[src/rtl/core/olist_pkg.sv]
// Shared types, codes and constants for the ordered list engine.
package olist_pkg;

  localparam int CAP_DEFAULT = 16;

  typedef enum logic [2:0] {
    OP_INS_FRONT  = 3'd0,
    OP_INS_BACK   = 3'd1,
    OP_REM_FRONT  = 3'd2,
    OP_REM_BACK   = 3'd3,
    OP_INS_SORTED = 3'd4,
    OP_REM_VALUE  = 3'd5
  } op_e;

  typedef enum logic [1:0] {
    ST_DONE     = 2'd0,
    ST_FULL     = 2'd1,
    ST_EMPTY    = 2'd2,
    ST_NOTFOUND = 2'd3
  } status_e;

  typedef struct packed {
    logic [2:0]         operation;
    logic signed [31:0] value;
  } olist_in_t;

  typedef struct packed {
    logic [1:0]         status;
    logic [4:0]         entry_count;
    logic               is_empty;
    logic signed [31:0] head_value;
  } olist_out_t;

  typedef enum logic [3:0] {
    S_IDLE,
    S_SRCH_RD,
    S_SRCH_CHK,
    S_INS_RD,
    S_INS_WR,
    S_REM_RD,
    S_REM_WR,
    S_FINISH
  } olist_state_e;

  typedef enum logic [2:0] {
    IDX_HOLD,
    IDX_ZERO,
    IDX_COUNT,
    IDX_COUNT_M1,
    IDX_INC,
    IDX_DEC
  } idx_op_e;

  typedef enum logic [1:0] {
    POS_HOLD,
    POS_ZERO,
    POS_COUNT,
    POS_IDX
  } pos_op_e;

  typedef enum logic [1:0] {
    RD_IDX,
    RD_IDX_M1,
    RD_IDX_P1
  } rd_sel_e;

  typedef enum logic [1:0] {
    CNT_HOLD,
    CNT_INC,
    CNT_DEC
  } cnt_op_e;

  typedef struct packed {
    logic    capture;
    idx_op_e idx_op;
    pos_op_e pos_op;
    logic    rd_en;
    rd_sel_e rd_sel;
    logic    wr_en;
    logic    wr_final;   // write new value at pos, else shifted data at idx
    cnt_op_e cnt_op;
    logic    set_status;
    status_e status;
    logic    load_out;
  } olist_cmd_t;

  typedef struct packed {
    logic full;
    logic empty;
    logic idx_gt_pos;
    logic more_after;   // idx + 1 < count
    logic at_end;       // idx == count
    logic less;         // read entry < request value
    logic equal;        // read entry == request value
  } olist_stat_t;

endpackage

[src/rtl/core/olist_dp.sv]
// Datapath: entry memory, index and position counters, head shadow, result register.
module olist_dp import olist_pkg::*; #(
  parameter int CAPACITY = CAP_DEFAULT
) (
  input  logic        clk,
  input  logic        rst,
  input  olist_in_t   in_data,
  input  olist_cmd_t  cmd,
  output olist_stat_t stat,
  output olist_out_t  out_data
);

  localparam int AW = $clog2(CAPACITY);
  localparam int CW = $clog2(CAPACITY + 1);

  logic signed [31:0] mem [CAPACITY];
  logic signed [31:0] val_q;
  logic signed [31:0] rdata;
  logic signed [31:0] head;
  logic signed [31:0] wr_data;
  logic [CW-1:0]      count;
  logic [CW-1:0]      idx;
  logic [CW-1:0]      pos;
  logic [CW-1:0]      rd_ptr;
  logic [CW-1:0]      wr_ptr;
  logic [AW-1:0]      rd_addr;
  logic [AW-1:0]      wr_addr;
  status_e            st_q;

  always_comb begin
    unique case (cmd.rd_sel)
      RD_IDX_M1: rd_ptr = idx - CW'(1);
      RD_IDX_P1: rd_ptr = idx + CW'(1);
      default:   rd_ptr = idx;
    endcase
  end

  assign wr_ptr  = cmd.wr_final ? pos : idx;
  assign wr_data = cmd.wr_final ? val_q : rdata;
  // pointers are below CAPACITY whenever a read or write is issued
  assign rd_addr = rd_ptr[AW-1:0];
  assign wr_addr = wr_ptr[AW-1:0];

  always_ff @(posedge clk) begin
    if (cmd.wr_en) begin
      mem[wr_addr] <= wr_data;
    end
    if (cmd.rd_en) begin
      rdata <= mem[rd_addr];
    end
  end

  // shadow of entry zero, so the result never needs a memory read
  always_ff @(posedge clk) begin
    if (cmd.wr_en && wr_ptr == '0) begin
      head <= wr_data;
    end
  end

  always_ff @(posedge clk) begin
    if (cmd.capture) begin
      val_q <= in_data.value;
    end
    if (cmd.set_status) begin
      st_q <= cmd.status;
    end
  end

  always_ff @(posedge clk) begin
    unique case (cmd.idx_op)
      IDX_ZERO:     idx <= '0;
      IDX_COUNT:    idx <= count;
      IDX_COUNT_M1: idx <= count - CW'(1);
      IDX_INC:      idx <= idx + CW'(1);
      IDX_DEC:      idx <= idx - CW'(1);
      default:      idx <= idx;
    endcase
    unique case (cmd.pos_op)
      POS_ZERO:  pos <= '0;
      POS_COUNT: pos <= count;
      POS_IDX:   pos <= idx;
      default:   pos <= pos;
    endcase
  end

  always_ff @(posedge clk) begin
    if (rst) begin
      count <= '0;
    end else begin
      unique case (cmd.cnt_op)
        CNT_INC: count <= count + CW'(1);
        CNT_DEC: count <= count - CW'(1);
        default: count <= count;
      endcase
    end
  end

  always_ff @(posedge clk) begin
    if (cmd.load_out) begin
      out_data.status      <= st_q;
      out_data.entry_count <= 5'(count);
      out_data.is_empty    <= (count == '0);
      out_data.head_value  <= (count == '0) ? 32'sd0 : head;
    end
  end

  always_comb begin
    stat.full       = (count == CW'(CAPACITY));
    stat.empty      = (count == '0);
    stat.idx_gt_pos = (idx > pos);
    stat.more_after = ((idx + CW'(1)) < count);
    stat.at_end     = (idx == count);
    stat.less       = (rdata < val_q);
    stat.equal      = (rdata == val_q);
  end

endmodule

[src/rtl/core/olist_ctrl.sv]
// Controller: sequences search, shift and result steps for one item at a time.
module olist_ctrl import olist_pkg::*; (
  input  logic        clk,
  input  logic        rst,
  input  logic        in_valid,
  input  logic [2:0]  in_op,
  input  logic        out_ready,
  input  olist_stat_t stat,
  output logic        in_ready,
  output logic        out_valid,
  output olist_cmd_t  cmd
);

  olist_state_e state;
  olist_state_e state_next;
  logic         rem_mode;
  logic         out_free;
  logic         accept;

  assign out_free = !out_valid || out_ready;
  assign accept   = (state == S_IDLE) && in_valid;

  always_ff @(posedge clk) begin
    if (rst) begin
      state     <= S_IDLE;
      rem_mode  <= 1'b0;
      out_valid <= 1'b0;
    end else begin
      state <= state_next;
      if (accept) begin
        rem_mode <= (in_op == OP_REM_VALUE);
      end
      if (cmd.load_out) begin
        out_valid <= 1'b1;
      end else if (out_ready) begin
        out_valid <= 1'b0;
      end
    end
  end

  // next state
  always_comb begin
    state_next = state;
    unique case (state)
      S_IDLE: begin
        if (in_valid) begin
          unique case (in_op)
            OP_INS_FRONT, OP_INS_BACK:
              state_next = stat.full ? S_FINISH : S_INS_RD;
            OP_INS_SORTED:
              state_next = stat.full ? S_FINISH : S_SRCH_RD;
            OP_REM_FRONT, OP_REM_BACK:
              state_next = stat.empty ? S_FINISH : S_REM_RD;
            OP_REM_VALUE:
              state_next = stat.empty ? S_FINISH : S_SRCH_RD;
            default:
              state_next = S_FINISH;
          endcase
        end
      end
      S_SRCH_RD: begin
        if (!stat.at_end) begin
          state_next = S_SRCH_CHK;
        end else begin
          state_next = rem_mode ? S_FINISH : S_INS_RD;
        end
      end
      S_SRCH_CHK: begin
        priority if (stat.less) begin
          state_next = S_SRCH_RD;
        end else if (!rem_mode) begin
          state_next = S_INS_RD;
        end else if (stat.equal) begin
          state_next = S_REM_RD;
        end else begin
          state_next = S_FINISH;
        end
      end
      S_INS_RD: state_next = stat.idx_gt_pos ? S_INS_WR : S_FINISH;
      S_INS_WR: state_next = S_INS_RD;
      S_REM_RD: state_next = stat.more_after ? S_REM_WR : S_FINISH;
      S_REM_WR: state_next = S_REM_RD;
      S_FINISH: begin
        if (out_free) begin
          state_next = S_IDLE;
        end
      end
      default: state_next = S_IDLE;
    endcase
  end

  // commands
  always_comb begin
    in_ready       = (state == S_IDLE);
    cmd.capture    = 1'b0;
    cmd.idx_op     = IDX_HOLD;
    cmd.pos_op     = POS_HOLD;
    cmd.rd_en      = 1'b0;
    cmd.rd_sel     = RD_IDX;
    cmd.wr_en      = 1'b0;
    cmd.wr_final   = 1'b0;
    cmd.cnt_op     = CNT_HOLD;
    cmd.set_status = 1'b0;
    cmd.status     = ST_DONE;
    cmd.load_out   = 1'b0;
    unique case (state)
      S_IDLE: begin
        if (in_valid) begin
          cmd.capture    = 1'b1;
          cmd.set_status = 1'b1;
          unique case (in_op)
            OP_INS_FRONT: begin
              cmd.status = stat.full ? ST_FULL : ST_DONE;
              cmd.idx_op = IDX_COUNT;
              cmd.pos_op = POS_ZERO;
            end
            OP_INS_BACK: begin
              cmd.status = stat.full ? ST_FULL : ST_DONE;
              cmd.idx_op = IDX_COUNT;
              cmd.pos_op = POS_COUNT;
            end
            OP_INS_SORTED: begin
              cmd.status = stat.full ? ST_FULL : ST_DONE;
              cmd.idx_op = IDX_ZERO;
            end
            OP_REM_FRONT: begin
              cmd.status = stat.empty ? ST_EMPTY : ST_DONE;
              cmd.idx_op = IDX_ZERO;
            end
            OP_REM_BACK: begin
              cmd.status = stat.empty ? ST_EMPTY : ST_DONE;
              cmd.idx_op = IDX_COUNT_M1;
            end
            OP_REM_VALUE: begin
              cmd.status = stat.empty ? ST_EMPTY : ST_DONE;
              cmd.idx_op = IDX_ZERO;
            end
            default: cmd.status = ST_DONE;
          endcase
        end
      end
      S_SRCH_RD: begin
        if (!stat.at_end) begin
          cmd.rd_en  = 1'b1;
          cmd.rd_sel = RD_IDX;
        end else if (rem_mode) begin
          cmd.set_status = 1'b1;
          cmd.status     = ST_NOTFOUND;
        end else begin
          cmd.pos_op = POS_IDX;   // idx already equals count
        end
      end
      S_SRCH_CHK: begin
        priority if (stat.less) begin
          cmd.idx_op = IDX_INC;
        end else if (!rem_mode) begin
          cmd.pos_op = POS_IDX;
          cmd.idx_op = IDX_COUNT;
        end else if (!stat.equal) begin
          cmd.set_status = 1'b1;
          cmd.status     = ST_NOTFOUND;
        end
      end
      S_INS_RD: begin
        if (stat.idx_gt_pos) begin
          cmd.rd_en  = 1'b1;
          cmd.rd_sel = RD_IDX_M1;
        end else begin
          cmd.wr_en    = 1'b1;
          cmd.wr_final = 1'b1;
          cmd.cnt_op   = CNT_INC;
        end
      end
      S_INS_WR: begin
        cmd.wr_en  = 1'b1;
        cmd.idx_op = IDX_DEC;
      end
      S_REM_RD: begin
        if (stat.more_after) begin
          cmd.rd_en  = 1'b1;
          cmd.rd_sel = RD_IDX_P1;
        end else begin
          cmd.cnt_op = CNT_DEC;
        end
      end
      S_REM_WR: begin
        cmd.wr_en  = 1'b1;
        cmd.idx_op = IDX_INC;
      end
      S_FINISH: cmd.load_out = out_free;
      default: ;
    endcase
  end

endmodule

[src/rtl/core/ordered_list_engine_unit.sv]
// Top level of the ordered list engine: controller plus datapath.
//
//   channel | signals                        | payload
//   --------+--------------------------------+----------------------------------
//   request | in_valid, in_ready, in_data    | operation, value
//   result  | out_valid, out_ready, out_data | status, entry_count, is_empty,
//           |                                |   head_value
//
// One item at a time. Rejected items and unused codes go straight to the result
// state; otherwise each entry searched takes a read and a check state, and each
// entry shifted a read and a write state, as the controller issues a registered
// read or a write to the entry memory, never both at once. Reset clears the count
// and control; memory content is not cleared and is never read beyond the count.
// A stalled result holds in the output register while the next item is accepted and processed.
module ordered_list_engine_unit import olist_pkg::*; #(
  parameter int CAPACITY = CAP_DEFAULT
) (
  input  logic       clk,
  input  logic       rst,
  input  logic       in_valid,
  output logic       in_ready,
  input  olist_in_t  in_data,
  output logic       out_valid,
  input  logic       out_ready,
  output olist_out_t out_data
);

  olist_cmd_t  cmd;
  olist_stat_t stat;

  olist_ctrl u_ctrl (
    .clk       (clk),
    .rst       (rst),
    .in_valid  (in_valid),
    .in_op     (in_data.operation),
    .out_ready (out_ready),
    .stat      (stat),
    .in_ready  (in_ready),
    .out_valid (out_valid),
    .cmd       (cmd)
  );

  olist_dp #(
    .CAPACITY (CAPACITY)
  ) u_dp (
    .clk      (clk),
    .rst      (rst),
    .in_data  (in_data),
    .cmd      (cmd),
    .stat     (stat),
    .out_data (out_data)
  );

endmodule

[config.mk]
export PLATFORM = sky130hd
export DESIGN_NAME = ordered_list_engine_unit
export DESIGN_NICKNAME = d
export VERILOG_FILES = /design/src/rtl/core/olist_pkg.sv /design/src/rtl/core/olist_dp.sv /design/src/rtl/core/olist_ctrl.sv /design/src/rtl/core/ordered_list_engine_unit.sv
export SDC_FILE = /design/constraint.sdc
export NUM_CORES = 1
export LEC_CHECK = 0
export BUFFER_PORTS_ARGS = -buffer_cell sky130_fd_sc_hd__buf_2
export CORE_MARGIN = 5
export CORE_UTILIZATION = 55
export DETAILED_ROUTE_END_ITERATION = 10
export MAX_ROUTING_LAYER = met4
export PLACE_DENSITY_LB_ADDON = 0.25
export SYNTH_ARGS = -nofsm -noshare
export SYNTH_HDL_FRONTEND = slang
export SYNTH_SLANG_ARGS = --single-unit
[constraint.sdc]
create_clock -name clk -period 7.1 [get_ports clk]
set_input_delay 0.355 -clock clk [delete_from_list [all_inputs] [get_ports clk]]
set_output_delay 0.355 -clock clk [all_outputs]
set_load 0.02 [all_outputs]
Yosys cells after proc, flatten, opt, wreduce, memory -nomap -nowiden

Memories as Yosys holds them, arrays and structs flattened. A register that Yosys moved wholly into a read port is not among the register bits.
Cells that the tools add are included.
W data, S select, Z words.

Register bits after elaboration: 127
Logic and storage cells: 125
Bits in writable memories: 512
Bits of input ports: 39
Memories: 1

Muxes and demuxes: 56
Equal/unequal tests: 29
Add/subtract/negate cells: 4
Reduce and logical (&&, ||, !) cells: 19
$lt $le $gt $ge: 3

Memory list:

| name     | depth | bits a word | read ports | clocked after Yosys merged registers in | write ports | line           | text |
|---|---|---|---|---|---|---|---|
| u_dp.mem | 16    | 32          | 1          | 1                                       | 1           | olist_dp.sv:16 | `logic signed [31:0] mem [CAPACITY];` |

Operator list:

| kind                  | count |
|---|---|
| $mux W3               | 14 |
| $eq A32 B32 Y1        | 1 |
| $lt A32 B32 Y1        | 1 |
| $mux W32              | 1 |
| $pmux W4 S8           | 1 |
| $mux W4               | 7 |
| $pmux W5 S5           | 1 |
| $pmux W3 S3           | 2 |
| $eq A4 B3 Y1 const B  | 4 |
| $mux W2               | 8 |
| $pmux W4 S4           | 1 |
| $pmux W5 S3           | 1 |
| $eq A3 B2 Y1 const B  | 4 |
| $eq A3 B3 Y1 const B  | 4 |
| $pmux W2 S2           | 3 |
| $pmux W2 S3           | 2 |
| $pmux W3 S4           | 1 |
| $add A5 B1 Y5 const B | 2 |
| $logic_not A5 Y1      | 2 |
| $pmux W5 S2           | 1 |
| $sub A5 B1 Y5 const B | 2 |
| $mux W1               | 9 |
| $reduce_or A3 Y1      | 3 |
| $eq A2 B2 Y1 const B  | 4 |
| other kinds (24)      | 32 |

Logic depth before layout (Yosys ltp)

Depth after elaboration: 7
Mapped depth: 21

Modules after synthesis

Synthesis repeated with hierarchy kept, for this count alone.

Cells, all modules: 1401
Area total of the unflattened synthesis: 27635.3 µm²

Modules (own cells, without submodules):

| module     | instances | seq. area each (µm²) | area each (µm²) | cells an instance |
|---|---|---|---|---|
| olist_dp   | 1         | 19919.1              | 27033.4         | 1308 |
| olist_ctrl | 1         | 100.1                | 601.8           | 93 |

Worst setup path before layout

No wires, ideal clock.

Path type: flip-flop to flip-flop
Start: register u_dp.idx[0]
End: register u_dp.head[0] (enable)
Path slack: -418 ps
Setup time: 595 ps
Buffers on the path: 2
Arrival: 6923 ps
Stages on the path, launching flop included: 12
Period minus slack after synthesis: 7518 ps
Cells stage by stage: edfxtp_1 > buf_4 > inv_1 > ha_1 > nor2b_1 > o21a_1 > o21ai_1 > a21o_1 > nor2b_1 > buf_2 > a31oi_1 > a2111oi_0

Longest elaborated chain between the ends: 6
Elaborated cells between the ends (all ways): 7
Classes of those cells: order compare: 1; mux: 4; reduce/logical: 2

RTL lines:

| item                    | line              | text |
|---|---|---|
| start, declared         | olist_dp.sv:22    | `logic [CW-1:0] idx;` |
| start signal, assigned  | olist_dp.sv:72    | `IDX_COUNT: idx <= count;` |
| start signal, assigned  | olist_dp.sv:73    | `IDX_COUNT_M1: idx <= count - CW'(1);` |
| start signal, assigned  | olist_dp.sv:74    | `IDX_INC: idx <= idx + CW'(1);` |
| $gt A5 B5 Y1            | olist_dp.sv:110   | `stat.idx_gt_pos = (idx > pos);` |
| $mux W4                 | olist_ctrl.sv:165 | `if (stat.idx_gt_pos) begin` |
| $mux W1                 | olist_ctrl.sv:106 | `unique case (state)` |
| $mux W5                 | olist_dp.sv:38    | `assign wr_ptr = cmd.wr_final ? pos : idx;` |
| $logic_not A5 Y1        | olist_dp.sv:55    | `if (cmd.wr_en && wr_ptr == '0) begin` |
| $logic_and A1 B1 Y1 (*) | olist_dp.sv:55    |  |
| end signal, assigned    | olist_dp.sv:56    | `head <= wr_data;` |
| end, declared           | olist_dp.sv:19    | `logic signed [31:0] head;` |

Mark *: on every way between the ends. The rest lies on a longest branch, timed or not.
A chain may end at the register's enable or synchronous reset.

Worst setup path in the final report

Start: register u_dp.idx[0]
End: register u_dp.rdata[23], read port of u_dp.mem, data pin

Longest elaborated chain between the ends: 6
Elaborated cells between the ends (all ways): 12
Classes of those cells: add/sub: 2; order compare: 2; eq/ne: 3; mux: 5

RTL lines:

| item                                         | line              | text |
|---|---|---|
| $add A5 B1 Y5                                | olist_dp.sv:33    | `RD_IDX_P1: rd_ptr = idx + CW'(1);` |
| $lt A5 B5 Y1                                 | olist_dp.sv:111   | `stat.more_after = ((idx + CW'(1)) < count);` |
| $mux W3                                      | olist_ctrl.sv:179 | `if (stat.more_after) begin` |
| $pmux W3 S3                                  | olist_ctrl.sv:106 |  |
| $eq A2 B2 Y1 or $eq A2 B1 Y1 (tied branches) | olist_dp.sv:31    | `unique case (cmd.rd_sel)` |
| $pmux W4 S2                                  | olist_dp.sv:31    |  |
| end, declared                                | olist_dp.sv:18    | `logic signed [31:0] rdata;` |

Parallel ways exist; a longest one is shown, timed or not.

==> results.ini <==
[status]
outcome = completed

[clock_tree]
cts-hold-fix-buffers = 32
cts_root_buf = clkbuf_16
post_cts_buffers = 0
clk_pin_slew_ns = 0.06
clock_path_buffers = 3
cts_max_level = 3
cts_buffers = 71
cts.repair.resized = 0
clock_sinks = 670
clk_latency_ns = 0.61
cts_tree = yes

[setup_path]
worstSetupEndpointType = flip-flop
cp_top_family = adder cells
crit_chain = inv_1 -> ha_1 -> ha_1 -> nor2b_1 -> o21a_1 -> o21a_1 -> o21ai_0 -> nand3b_1 -> nor2_1 -> inv_1 -> ha_1 -> nor3_2 -> a21oi_4 -> buf_12 -> mux4_2 -> nor2b_1 -> a211oi_2 -> a21oi_1
reg2reg_depth = 18
cp_slowest_cell = edfxtp_1
path_class = reg -> reg
cp.required_ns = 7.40
ff2ff_setup_slack_ns = 1.50
cp-start-kind = flip-flop
arrival_ns = 5.90
crit_path_frequent_cell = ha_1
crit_fanout = 93
critical_path_buf_inv_count = 3
worst-path-stages = 18
critical-path-max-stage-delay_ns = 0.68

[sta]
slew-limit-headroom_pct = 15.4
skew_ns = 0.0304
finalSetupTns_ns = 0
rsz0062_at_grt = no
min_period_ns = 5.60
min_period_over_period_pct = 78.9
maxClockFrequency_mhz = 179
tightest_slew_ns = 1.26
slew_viol_final = 0
hold_viol = 0
setup_viol = 0

[power]
p_seq_share_pct = 42.6
peakVddDrop_v = 0.000352
power_leakage_nw = 10.3
netSwitchingFraction_pct = 32.2
intPower_mw = 9.30
p_clk_share_pct = 25.4
switching_power_mw = 4.42
power_frac_comb_pct = 31.9
p_total_mw = 13.7
power_density_nw_per_um2 = 441

[global_route]
overflow = 0
grt_max_degree = 103
grt_first_pass_wirelength_um = 89600
grt_pass1_vias = 14100
gr-usage-all-layers_pct = 23.3
antenna_found_initial = 1

[cells_and_area]
layout.nets = 1672
synthToLayoutAreaGrowth_pct = 14.0
n_antenna_cell = 0
drive_above_1_share_pct = 25.8
fill_cells = 3415
post-route-util_pct = 63.5

[logic_synthesis]
synth-seq-cells = 670
netlist_area_um2 = 27300
ys_seq_area_share_pct = 73.3
synth_warnings = 0
ys.flop_type = edfxtp_1
syn-num-nets = 1521
synth_enable_flop_cells = 660
synth_cells = 1432
async_flop_share_pct = 0
avgSynthCellArea_um2 = 19.1
synth.distinct_cells = 64

[die]
start_util_pct = 55.7
row_count = 81
coreArea_um2 = 49100
dieArea_um2 = 54200
die_height_um = 233
ioPinCount = 81
die_w_um = 233

[min_path]
hold_depth = 2
worstHoldPathType = in -> reg

[drt]
wire_per_inst_um = 26.1
vias = 14000
via_per_inst = 6.07
drtPass1Iterations = 6
drc = 0
drt_iter0_drc = 1553
drt_wl_total_um = 60000
drt.antenna.violating_nets = 0

[placed_design]
gp_congestion = 0.889
hpwlAfterDp_um = 33200
portBuffers = 80

[flow_run]
maxCapViolations = 0

placed cells by master (no fill, tap or decap), types with 25 or more instances in the layout:
cell type / n
nand2_1: 25
clkbuf_16: 73
mux2i_1: 39
a21oi_1: 62
edfxtp_1: 660
mux4_2: 128
mux2_2: 32
ha_1: 50
dlygate4sd3_1: 32
nor2b_1: 72
inv_1: 54
buf_2: 80
nor2_1: 31
buf_4: 33
Yosys cell counts (3+ instances only):
| cell type | count | share of area (%) |
|---|---|---|
| clkbuf_1 | 21 | 0.29 |
| a32oi_1 | 4 | 0.13 |
| xnor2_1 | 14 | 0.45 |
| buf_1 | 5 | 0.069 |
| nor4_1 | 3 | 0.069 |
| nand3_1 | 14 | 0.26 |
| or2_1 | 3 | 0.069 |
| ha_1 | 50 | 2.3 |
| nand2_1 | 26 | 0.36 |
| a211oi_1 | 18 | 0.49 |
| buf_6 | 10 | 0.41 |
| o21ai_1 | 4 | 0.073 |
| a211oi_2 | 18 | 0.82 |
| mux2i_1 | 39 | 1.4 |
| or3_1 | 3 | 0.069 |
| nor2_1 | 49 | 0.67 |
| a31oi_1 | 4 | 0.092 |
| buf_2 | 30 | 0.55 |
| a21oi_1 | 64 | 1.2 |
| edfxtp_1 | 660 | 73 |
| nor3_1 | 12 | 0.22 |
| nor2b_1 | 72 | 1.6 |
| xor2_1 | 6 | 0.19 |
| mux4_2 | 128 | 11 |
| dfxtp_1 | 10 | 0.73 |
| o21ai_0 | 12 | 0.22 |
| inv_1 | 55 | 0.76 |
| o22ai_1 | 3 | 0.069 |
| a22o_1 | 5 | 0.16 |
| nand4_1 | 10 | 0.23 |
| a221oi_1 | 3 | 0.096 |
| o21a_1 | 4 | 0.11 |
| mux2_2 | 32 | 1.3 |
power groups by stage:
stage	clock [mW]	combinational, mW	sequential (mW)
2_1_floorplan	0	3.28	5.77
3_3_place_gp	0	4.27	5.90
3_5_place_dp	0	4.37	5.92
4_1_cts	3.56	4.41	5.84
5_1_grt	3.74	4.78	5.88
6_report	3.49	4.38	5.85
worst register-to-register path, cell delays in order, from the launching register on:
cell and delay (ns):
edfxtp_1 0.68, inv_1 0.19, ha_1 0.40, ha_1 0.31, nor2b_1 0.13, o21a_1 0.16, o21a_1 0.16, o21ai_0 0.22
nand3b_1 0.19, nor2_1 0.24, inv_1 0.07, ha_1 0.50, nor3_2 0.11, a21oi_4 0.18, buf_12 0.58, mux4_2 0.73
nor2b_1 0.16, a211oi_2 0.23, a21oi_1 0.08
cells by family (layout without fill, tap and decap cells):
logic type               after synthesis  count (layout)  synth area share (%)
flip-flops                           670             670                  73.3
AND/OR/NAND/NOR                      203             203                  3.94
multiplexers                         199             199                  13.3
AO/OA/AOI/OAI                        164             164                  4.34
buffers and inverters                126             330                  2.18
adder cells (fa/ha/maj)               50              50                  2.29
XOR/XNOR                              20              20                 0.641
state kept, by name, indices dropped and copies added, names as in the netlist:
name              count
u_dp.out_data        40
u_dp.mem            512
u_dp.idx              5
u_ctrl.state          3
u_dp.rdata           32
u_dp.count            5
u_dp.st_q             2
u_ctrl.rem_mode       1
u_dp.pos              5
u_dp.head            32
u_ctrl.out_valid      1
u_dp.val_q           32
final cells by class:
type                    count  area, um2  area share [%]
flip-flops and latches    670      20000            64.3
clock inverters            33        278           0.892
repair buffers            147       1010            3.24
multi-input cells         636       6880            22.1
well taps                 664        831            2.67
inverters                  57        214           0.687
clock buffers              93       1900            6.11
routing by layer:
metal	share of wire (%)	vias to the layer above	track usage (%)
met5	0	-	-
met1	41	7254	31.9
met4	2.3	0	6.57
met2	49	556	36.6
met3	7.9	82	4.38
li1	-	6063	-
stage by stage:
| stage | hold WS (ns) | worst slack, ns | cells | cell area, um2 |
|---|---|---|---|---|
| 6_report | 0.0714 | 1.50 | 2300 | 31100 |
| 5_1_grt | 0.0716 | 1.15 | 2300 | 31100 |
| 4_1_cts | 0.0366 | 1.52 | 2300 | 31100 |
| 3_5_place_dp | 0.406 | 1.60 | 2142 | 28600 |
| 3_3_place_gp | 0.401 | 1.73 | 2142 | 28600 |
| 2_1_floorplan | 0.400 | 1.15 | 1432 | 27300 |
final timing paths:
| path | start | end |
|---|---|---|
| setup / recovery | u_dp.idx[0]$_DFFE_PP_ | u_dp.rdata[23]$_DFFE_PP_ |
| hold / removal | rst | u_ctrl.out_valid$_SDFFE_PP0P_ |
| setup reg to reg | u_dp.idx[0]$_DFFE_PP_ | u_dp.rdata[23]$_DFFE_PP_ |
| hold reg to reg | u_dp.st_q[0]$_DFFE_PP_ | u_dp.out_data[38]$_DFFE_PP_ |
(Power assumes the default switching activity.)
